**config.mk**
```make
export PLATFORM = sky130hd
export DESIGN_NAME = pfm2d_cell
export DESIGN_NICKNAME = d
export VERILOG_FILES = /design/src/rtl/core/pareto_front_mask_2d_macros.svh /design/src/rtl/core/pfm2d_pkg.sv /design/src/rtl/core/pfm2d_cell.sv
export SDC_FILE = /design/constraint.sdc
export NUM_CORES = 1
export LEC_CHECK = 0
export ABC_AREA = 1
export BUFFER_PORTS_ARGS = -buffer_cell sky130_fd_sc_hd__buf_4
export CAP_MARGIN = 20
export CORE_ASPECT_RATIO = 0.6
export CORE_MARGIN = 2
export CORE_UTILIZATION = 47
export DETAILED_ROUTE_END_ITERATION = 10
export PLACE_DENSITY = 0.77
export SLEW_MARGIN = 20
export SYNTH_ARGS = -nofsm -noshare
export SYNTH_HDL_FRONTEND = slang
export SYNTH_SLANG_ARGS = --single-unit
```
**constraint.sdc**
```tcl
create_clock -name clock -period 4.27 [get_ports clock]
set_input_delay 1.0675 -clock clock [delete_from_list [all_inputs] [get_ports clock]]
set_output_delay 1.0675 -clock clock [all_outputs]
set_load 0.02 [all_outputs]
```
**src/rtl/core/pareto_front_mask_2d_macros.svh**
```systemverilog
// assertion macros used by the pareto front top level
`ifndef PARETO_FRONT_MASK_2D_MACROS_SVH
`define PARETO_FRONT_MASK_2D_MACROS_SVH

// same-cycle implication, checked on the rising edge of clock outside reset
`define PFM_ASSERT_NOW(label, ante, cons, msg) \
   label: assert property (@(posedge clock) disable iff (reset) (ante) |-> (cons)) \
      else $error(msg);

// next-cycle implication, checked on the rising edge of clock outside reset
`define PFM_ASSERT_NEXT(label, ante, cons, msg) \
   label: assert property (@(posedge clock) disable iff (reset) (ante) |=> (cons)) \
      else $error(msg);

`endif

```
**src/rtl/core/pfm2d_pkg.sv**
```systemverilog
// types, constants and the dominance test for the pareto front marker
package pfm2d_pkg;

   localparam int VALUE_W       = 32;
   localparam int POINT_INDEX_W = 6;

   // point travelling down the cell chain
   typedef struct packed {
      logic                      valid;
      logic                      hit;
      logic signed [VALUE_W-1:0] cost;
      logic signed [VALUE_W-1:0] gain;
   } beat_type;

   // per-cell flags handed toward the head during the result run
   typedef struct packed {
      logic valid;
      logic dominated;
   } flag_type;

   typedef enum logic [1:0] {
      ST_COLLECT,
      ST_DRAIN,
      ST_REPORT
   } state_type;

   // point a dominates point b: cost minimized, gain maximized
   function automatic logic dominates(
      input logic signed [VALUE_W-1:0] cost_a,
      input logic signed [VALUE_W-1:0] gain_a,
      input logic signed [VALUE_W-1:0] cost_b,
      input logic signed [VALUE_W-1:0] gain_b
   );
      return (cost_a <= cost_b) && (gain_a >= gain_b) &&
             ((cost_a < cost_b) || (gain_a > gain_b));
   endfunction

endpackage

```
**src/rtl/core/pfm2d_cell.sv**
```systemverilog
// one storage cell of the chain: holds a point, compares the passing beat
module pfm2d_cell
   import pfm2d_pkg::*;
(
   input  logic     clock,
   input  logic     reset,
   input  logic     shift,
   input  beat_type beat_prev,
   output beat_type beat_next,
   input  flag_type flag_from_next,
   output flag_type flag_out
);

   logic                      valid_ff, valid_in;
   logic                      dom_ff, dom_in;
   logic signed [VALUE_W-1:0] cost_ff, cost_in;
   logic signed [VALUE_W-1:0] gain_ff, gain_in;
   logic                      beat_valid_ff;
   logic                      beat_hit_ff;
   logic signed [VALUE_W-1:0] beat_cost_ff;
   logic signed [VALUE_W-1:0] beat_gain_ff;
   beat_type                  beat_in;
   logic                      beat_wins;
   logic                      stored_wins;

   // compare the arriving beat against the held point
   assign beat_wins   = dominates(beat_prev.cost, beat_prev.gain, cost_ff, gain_ff);
   assign stored_wins = dominates(cost_ff, gain_ff, beat_prev.cost, beat_prev.gain);

   // next state: shift toward the head, or compare / capture
   always_comb begin
      valid_in      = valid_ff;
      dom_in        = dom_ff;
      cost_in       = cost_ff;
      gain_in       = gain_ff;
      beat_in       = beat_prev;
      beat_in.valid = 1'b0;
      if (shift) begin
         valid_in = flag_from_next.valid;
         dom_in   = flag_from_next.dominated;
      end else if (beat_prev.valid) begin
         if (valid_ff) begin
            // held point stays, beat moves on carrying its hit
            dom_in        = dom_ff | beat_wins;
            beat_in.valid = 1'b1;
            beat_in.hit   = beat_prev.hit | stored_wins;
         end else begin
            // first empty cell captures the beat
            valid_in = 1'b1;
            dom_in   = beat_prev.hit;
            cost_in  = beat_prev.cost;
            gain_in  = beat_prev.gain;
         end
      end
   end

   // control flags
   always_ff @(posedge clock) begin
      if (reset) begin
         valid_ff      <= 1'b0;
         dom_ff        <= 1'b0;
         beat_valid_ff <= 1'b0;
      end else begin
         valid_ff      <= valid_in;
         dom_ff        <= dom_in;
         beat_valid_ff <= beat_in.valid;
      end
   end

   // payload
   always_ff @(posedge clock) begin
      cost_ff      <= cost_in;
      gain_ff      <= gain_in;
      beat_hit_ff  <= beat_in.hit;
      beat_cost_ff <= beat_in.cost;
      beat_gain_ff <= beat_in.gain;
   end

   assign beat_next = '{valid: beat_valid_ff, hit: beat_hit_ff, cost: beat_cost_ff,
                        gain: beat_gain_ff};
   assign flag_out  = '{valid: valid_ff, dominated: dom_ff};

endmodule

```
==> impl_metrics.yaml, run 1 <==
status:
  status: "finished, final reports clean"
min_path:
  min_to: "beat_valid_ff$_SDFF_PP0_"
  hold_depth: 2
  worst_hold_path_type: "reg -> reg"
  hold_start: "valid_ff$_SDFFE_PP0P_"
cells_and_area:
  diodes: 0
  syn2layout_area_growth_pct: 34.7
  nFillCells: 809
  fin_area_sq_um: 6990
  drive_gt1_frac: 0.292
  fin_nets: 734
synth:
  syn_area_per_cell_sq_um: 11.7
  yosys_warnings: 0
  netlist_instances: 445
  netlist_area_sq_um: 5190
  seq_area_frac_synth: 0.632
  synth_fp_nets: 580
  synth_cell_types: 26
  ys_ff_latch: 132
place:
  port_buffers: 138
  place_ws_ps: 1420
  placed_area_sq_um: 6400
  gp_congestion: 0.713
  dp_hpwl_microns: 7530
worst_setup_path:
  r2r-end: "dom_ff$_SDFFE_PP0P_"
  worst_setup_path_end_kind: "register"
  crit_type: "in -> reg"
  crit_fanout: 33
  crit-reg2reg-launch: "cost_ff[31]$_DFFE_PP_"
  crit_path_start_kind: "input port"
  rr_worst_depth: 13
  arrival_ps: 2480
  rrSetupSlack_ps: 2290
  cp.required_ps: 4370
  crit_start: "shift"
pwr:
  total_power_w: 0.00318
  p_seq_frac: 0.443
  net-switching-power_w: 0.000716
  internal_power_w: 0.00246
  p_comb_frac: 0.103
  switching_share: 0.225
  ir_drop_uv: 381
  leakage_nw: 3.43
  power_frac_clock: 0.454
  power.density_nw_per_um2: 454
floorplanning:
  die_h_microns: 85.4
  start_util: 0.487
  core_sq_um: 10700
  die-area_sq_um: 11900
  dieWidth_microns: 140
  rows: 29
  io_pins: 139
detailed_routing:
  first_pass_iters: 4
  routed_wl_microns: 10100
  ant_nets: 0
  drc: 0
  wl_per_cell_microns: 13.5
  via_per_inst: 4.72
  vias: 3547
  drtIter0Drc: 120
clock_network:
  post_cts_resized: 0
  cts_max_path_buffers: 2
  ctsHoldBuffers: 0
  cts-root-buf: "clkbuf_16"
  clk_pin_slew_ps: 50
  cts_buffers: 17
  worst_skew_pair.late_latency_ps: 410
  clkSinkCount: 132
  htree_levels: 4
  cts_setup_buffers: 0
  cts_tree: "done"
job:
  cap_violations: 0
timing:
  worst_slack_ps: 1890
  finClkSkew_ps: 6.36
  rsz0062_at_grt: "no"
  hold_viol_final: 0
  min_period_over_period: 0.558
  slew_headroom: 0.348
  setup_viol: 0
  max_freq_mhz: 419
  slew_violations: 0
  setup_tns_ps: 0
  worstMarginPinSlew_ps: 975
  min_period_ps: 2380
grt:
  grt_use_total: 0.176
  antenna_found_initial: 0
  grt_pass1_vias: 3487
  overflow: 0
  grt_pass1_wl_microns: 16300
  grt_max_degree: 34
## sequential cells by signal, summed over array words and instances (netlist names)
signal	cells
beat_cost_ff	32
beat_gain_ff	32
beat_hit_ff	1
beat_valid_ff	1
cost_ff	32
dom_ff	1
gain_ff	32
valid_ff	1
## Yosys cell counts
library cell   n  area share
a211oi_1       1      0.0014
a21o_1         4      0.0058
a21oi_1       29       0.028
a21oi_2        2      0.0034
a22oi_1        1      0.0014
buf_4          4      0.0058
clkinv_1       4      0.0029
dfxtp_1       68        0.26
edfxtp_1      64        0.37
ha_1          64        0.15
inv_1         84       0.061
inv_2          1     0.00072
nand2_1       68       0.049
nand2_2        2      0.0024
nand2_4        1      0.0022
nand3_1        5      0.0048
nand3b_1       1      0.0014
nand4_1        6      0.0072
nor2_1        19       0.014
nor2_2         3      0.0036
nor3_1         1     0.00096
nor4_4         1      0.0041
o21a_1         3      0.0043
o21a_2         1      0.0017
o21ai_0        5      0.0048
o21ai_1        3      0.0029
## worst max-delay path, stage by stage
cell and delay (ps):
buf_4 120, inv_1 70, nand2_1 130, nor2_4 760, buf_12 300
## area by class of cell
cell class	count	area (sq um)	area share
Tap cell	139	174	0.0249
Clock inverter	8	98.8	0.0141
Timing Repair Buffer	139	1060	0.151
Multi-Input combinational cell	220	1550	0.222
Clock buffer	24	493	0.0705
Sequential cell	132	3280	0.470
Inverter	89	334	0.0478
## kinds of logic after synthesis
kind of cell    share of synthesized area
compound gates                     0.0537
fa+ha+maj                           0.154
buf+inv                            0.0701
flops                               0.632
simple gates                       0.0896
## stage by stage
stage	cells	utilization	hold WS, ps
after floorplan	445	-	521
after global placement	719	0.600	589
after detailed placement	719	0.600	615
after CTS	751	0.655	627
after global routing	751	0.655	654
final	751	0.655	629
## cell usage in the layout, fill, tap and decap left out, drive strengths merged, types with 4 or more instances in the layout
cell type,Yosys,routed
edfxtp,64,64
clkinv,4,9
nand4,6,6
o21ai,8,8
a21oi,31,31
buf,4,139
nor2,22,22
dfxtp,68,68
clkbuf,0,24
nand2,71,71
nand3,5,5
ha,64,64
o21a,4,4
a21o,4,4
inv,85,86
## power by group through the flow
stage / logic, W / registers [W] / clock network (W)
floorplan: 0.000131 / 0.00147 / 0
global placement: 0.000313 / 0.00143 / 0
detailed placement: 0.000327 / 0.00144 / 0
CTS: 0.000331 / 0.00141 / 0.00146
global route: 0.000363 / 0.00141 / 0.00151
finish: 0.000326 / 0.00141 / 0.00144
## worst max-delay path by stage
stage	to	slack (ps)
5_1_grt	dom_ff$_SDFFE_PP0P_	1640
3_5_place_dp	gain_ff[22]$_DFFE_PP_	1420
2_1_floorplan	cost_ff[0]$_DFFE_PP_	960
3_3_place_gp	gain_ff[15]$_DFFE_PP_	1510
4_1_cts	gain_ff[21]$_DFFE_PP_	1870
6_report	gain_ff[16]$_DFFE_PP_	1890
## metal layers
layer,part of all wire,GRT usage
met2,0.46,0.281
met1,0.45,0.219
met3,0.075,0.0570
met5,0,0
met4,0.020,0.0855
No activity file was read; power rests on OpenSTA's default activity.
==> inputs of run 2 (changes only) <==
--- a/config.mk
+++ b/config.mk
@@ -5,14 +5,14 @@
 export SDC_FILE = /design/constraint.sdc
 export NUM_CORES = 1
 export LEC_CHECK = 0
-export ABC_AREA = 1
+export ABC_AREA = 0
 export BUFFER_PORTS_ARGS = -buffer_cell sky130_fd_sc_hd__buf_4
 export CAP_MARGIN = 20
 export CORE_ASPECT_RATIO = 0.6
 export CORE_MARGIN = 2
-export CORE_UTILIZATION = 47
+export CORE_UTILIZATION = 52
 export DETAILED_ROUTE_END_ITERATION = 10
-export PLACE_DENSITY = 0.77
+export PLACE_DENSITY = 0.81
 export SLEW_MARGIN = 20
 export SYNTH_ARGS = -nofsm -noshare
 export SYNTH_HDL_FRONTEND = slang
==> constraint.sdc (replaced) <==
create_clock -name clock -period 2.2 [get_ports clock]
set_input_delay 0.55 -clock clock [delete_from_list [all_inputs] [get_ports clock]]
set_output_delay 0.55 -clock clock [all_outputs]
set_load 0.02 [all_outputs]
==> run 2 against run 1 <==
The flow now finishes with violations (negative setup slack). Final cell count fell by 1.6%. Critical path depth rose by 4. Die area fell by 11%. Setup slack got worse by 2100 ps. Critical endpoint is now dom_ff$_SDFFE_PP0P_. Highest routed layer unchanged.
==> impl_metrics.yaml, run 2 <==
status:
  status: "finished, violations left"
  violations: "negative setup slack"
clock_network:
  cts_max_path_buffers: 2
  ctsHoldBuffers: 0
  clkSinkCount: 132
  cts_buffers: 17
  worst_skew_pair.late_latency_ps: 410
  cts-root-buf: "clkbuf_16"
  cts_tree: "done"
  clk_pin_slew_ps: 50
  htree_levels: 4
detailed_routing:
  drc: 0
  via_per_inst: 5.02
  wl_per_cell_microns: 16.8
  ant_nets: 0
  first_pass_iters: 4
  drtIter0Drc: 226
  vias: 3713
  routed_wl_microns: 12400
synth:
  synth_edf_count: 64
  netlist_top_cells_area: "edfxtp_1 38%, dfxtp_1 27%, ha_1 16%"
  synth_cell_types: 32
  ys.flop_type: "dfxtp_1"
  synth_fp_nets: 518
  seq_area_frac_synth: 0.648
  syn_area_per_cell_sq_um: 13.2
  netlist_area_sq_um: 5060
  yosys_warnings: 0
  yosys-top-cells-count: "68 x dfxtp_1, 67 x inv_1, 64 x edfxtp_1, 64 x ha_1, 26 x a21oi_1"
  netlist_instances: 383
  synth_top_area_share: 0.379
  synth_top_area_cell: "edfxtp_1"
  ys_ff_latch: 132
  yosysMostFrequentCell: "dfxtp_1"
  synth-async-reset-ratio: 0
floorplanning:
  dieWidth_microns: 131
  die_h_microns: 80.4
  die-area_sq_um: 10600
  io_pins: 139
  rows: 27
  start_util: 0.543
  core_sq_um: 9320
worst_setup_path:
  rr_worst_depth: 9
  cp.required_ps: 2520
  crit-reg2reg-launch: "gain_ff[15]$_DFFE_PP_"
  critical_path.slowest_cell: "edfxtp_1"
  arrival_ps: 2730
  crit_path_start_kind: "register"
  worst_setup_path_end_kind: "register"
  cpPeakStageDelay_ps: 420
  rrSetupSlack_ps: -210
  path_cells: "ha_4 > nand4_1 > or2_4 > nor3_4 > a211oi_2 > o221a_2 > xnor2_2 > o22ai_1 > a221oi_2"
  crit_fanout: 3
  critPathCapture: "dom_ff$_SDFFE_PP0P_"
  r2r-end: "dom_ff$_SDFFE_PP0P_"
  crit_start: "gain_ff[15]$_DFFE_PP_"
  crit_type: "reg -> reg"
cells_and_area:
  fin_nets: 731
  multi_input_area_sq_um: 1760
  syn2layout_area_growth_pct: 48.9
  postLayoutCoreUtil: 0.809
  mostFrequentLayoutCells: "197 x buf_4, 68 x dfxtp_1, 64 x edfxtp_1"
  diodes: 0
  mostFrequentLayoutCell: "buf_4"
  ff_latch_area_sq_um: 3280
  drive_gt1_frac: 0.440
  nFillCells: 553
timing:
  min_period_ps: 2410
  worstMarginPinSlew_ps: 391
  rsz0062_at_grt: "yes"
  setup_viol: 2
  max_freq_mhz: 415
  finClkSkew_ps: 7.51
  hold_viol_final: 0
  min_period_over_period: 1.09
  worst_slack_ps: -208
  slew_headroom: 0.737
  slew_violations: 0
min_path:
  worst_hold_path_type: "in -> reg"
  hold_depth: 1
grt:
  grt_use_total: 0.239
  grt_pass1_vias: 3919
  overflow: 0
  grt_max_degree: 65
  antenna_found_initial: 0
  grt_pass1_wl_microns: 19200
place:
  port_buffers: 138
  place_ws_ps: -440
  dp_hpwl_microns: 8430
  gp_congestion: 0.796
pwr:
  ir_drop_uv: 664
  power.density_nw_per_um2: 839
  total_power_w: 0.00633
  leakage_nw: 3.52
job:
  cap_violations: 0
run 2: cell types whose count changed after synthesis, moves of 4 or more:
| cell | change |
|---|---|
| a211oi_1 | +5 |
| inv_1 | -17 |
| nand4_1 | +6 |
| a21o_1 | +4 |
| clkinv_1 | -4 |
| nor2_1 | -11 |
| nand2_1 | -51 |
run 2: final cells by class:
type / count / area share
Tap cell: 130 / 0.0216
Clock buffer: 24 / 0.0654
Inverter: 67 / 0.0333
Sequential cell: 132 / 0.435
Clock inverter: 8 / 0.0128
Timing Repair Buffer: 198 / 0.199
Multi-Input combinational cell: 180 / 0.233
run 2: how the worst min path moves through the flow:
| stage | from | end | slack (ps) |
|---|---|---|---|
| detailed placement | valid_ff$_SDFFE_PP0P_ | beat_valid_ff$_SDFF_PP0_ | 530 |
| global placement | valid_ff$_SDFFE_PP0P_ | beat_valid_ff$_SDFF_PP0_ | 520 |
| global route | beat_prev[41] | beat_cost_ff[9]$_DFF_P_ | 250 |
| floorplan | valid_ff$_SDFFE_PP0P_ | beat_valid_ff$_SDFF_PP0_ | 470 |
| CTS | beat_prev[13] | beat_gain_ff[13]$_DFF_P_ | 250 |
| finish | beat_prev[27] | beat_gain_ff[27]$_DFF_P_ | 260 |
run 2: kinds of logic (layout without fill, tap and decap cells):
group / after synthesis / in the layout / share of synthesized area
XOR/XNOR: 2 / 2 / 0.00346
AND/OR/NAND/NOR: 57 / 57 / 0.0615
AO/OA/AOI/OAI: 57 / 57 / 0.0731
buffers and inverters: 71 / 297 / 0.0556
flip-flops: 132 / 132 / 0.648
adder cells (fa/ha/maj): 64 / 64 / 0.158
run 2: power breakdown:
group,leakage (nW),internal (W),switching (W)
sequential,1.17,0.00270,0.0000432
combinational,2.07,0.000382,0.000389
clock,0.286,0.00179,0.00101
total,3.52,0.00488,0.00145
run 2: routing by layer:
layer,global-route usage,share of wire,vias to the layer above
met5,0,0,-
met4,0.0902,0.020,0
met3,0.0814,0.066,23
met2,0.410,0.49,138
met1,0.282,0.42,1787
li1,-,-,1765
run 2: through the flow:
stage / hold slack (ps) / TNS [ps] / instance area, sq um / instances
global placement: 523 / -722 / 6780 / 703
CTS: 248 / -122 / 7440 / 738
detailed placement: 531 / -839 / 6780 / 703
global route: 249 / -474 / 7540 / 739
finish: 261 / -337 / 7540 / 739
floorplan: 468 / -30.5 / 5170 / 383
run 2: worst max-delay path, delay by kind of cell, from the launching register on:
kind                       cells  cell delay, ps
AOI/OAI and AO/OA              4             770
xor gates and xnor gates       1             190
adders and majority gates      1             300
and+or+nand+nor                3             650
DFF                            1             420
run 2: repair_timing:
| item | CTS | global route |
|---|---|---|
| gates cloned | 0 | 0 |
| buffers inserted | 3 | 1 |
| endpoints found under the setup margin | 2 | 2 |
| resized for setup | 7 | 13 |
| pin swaps | 4 | 13 |
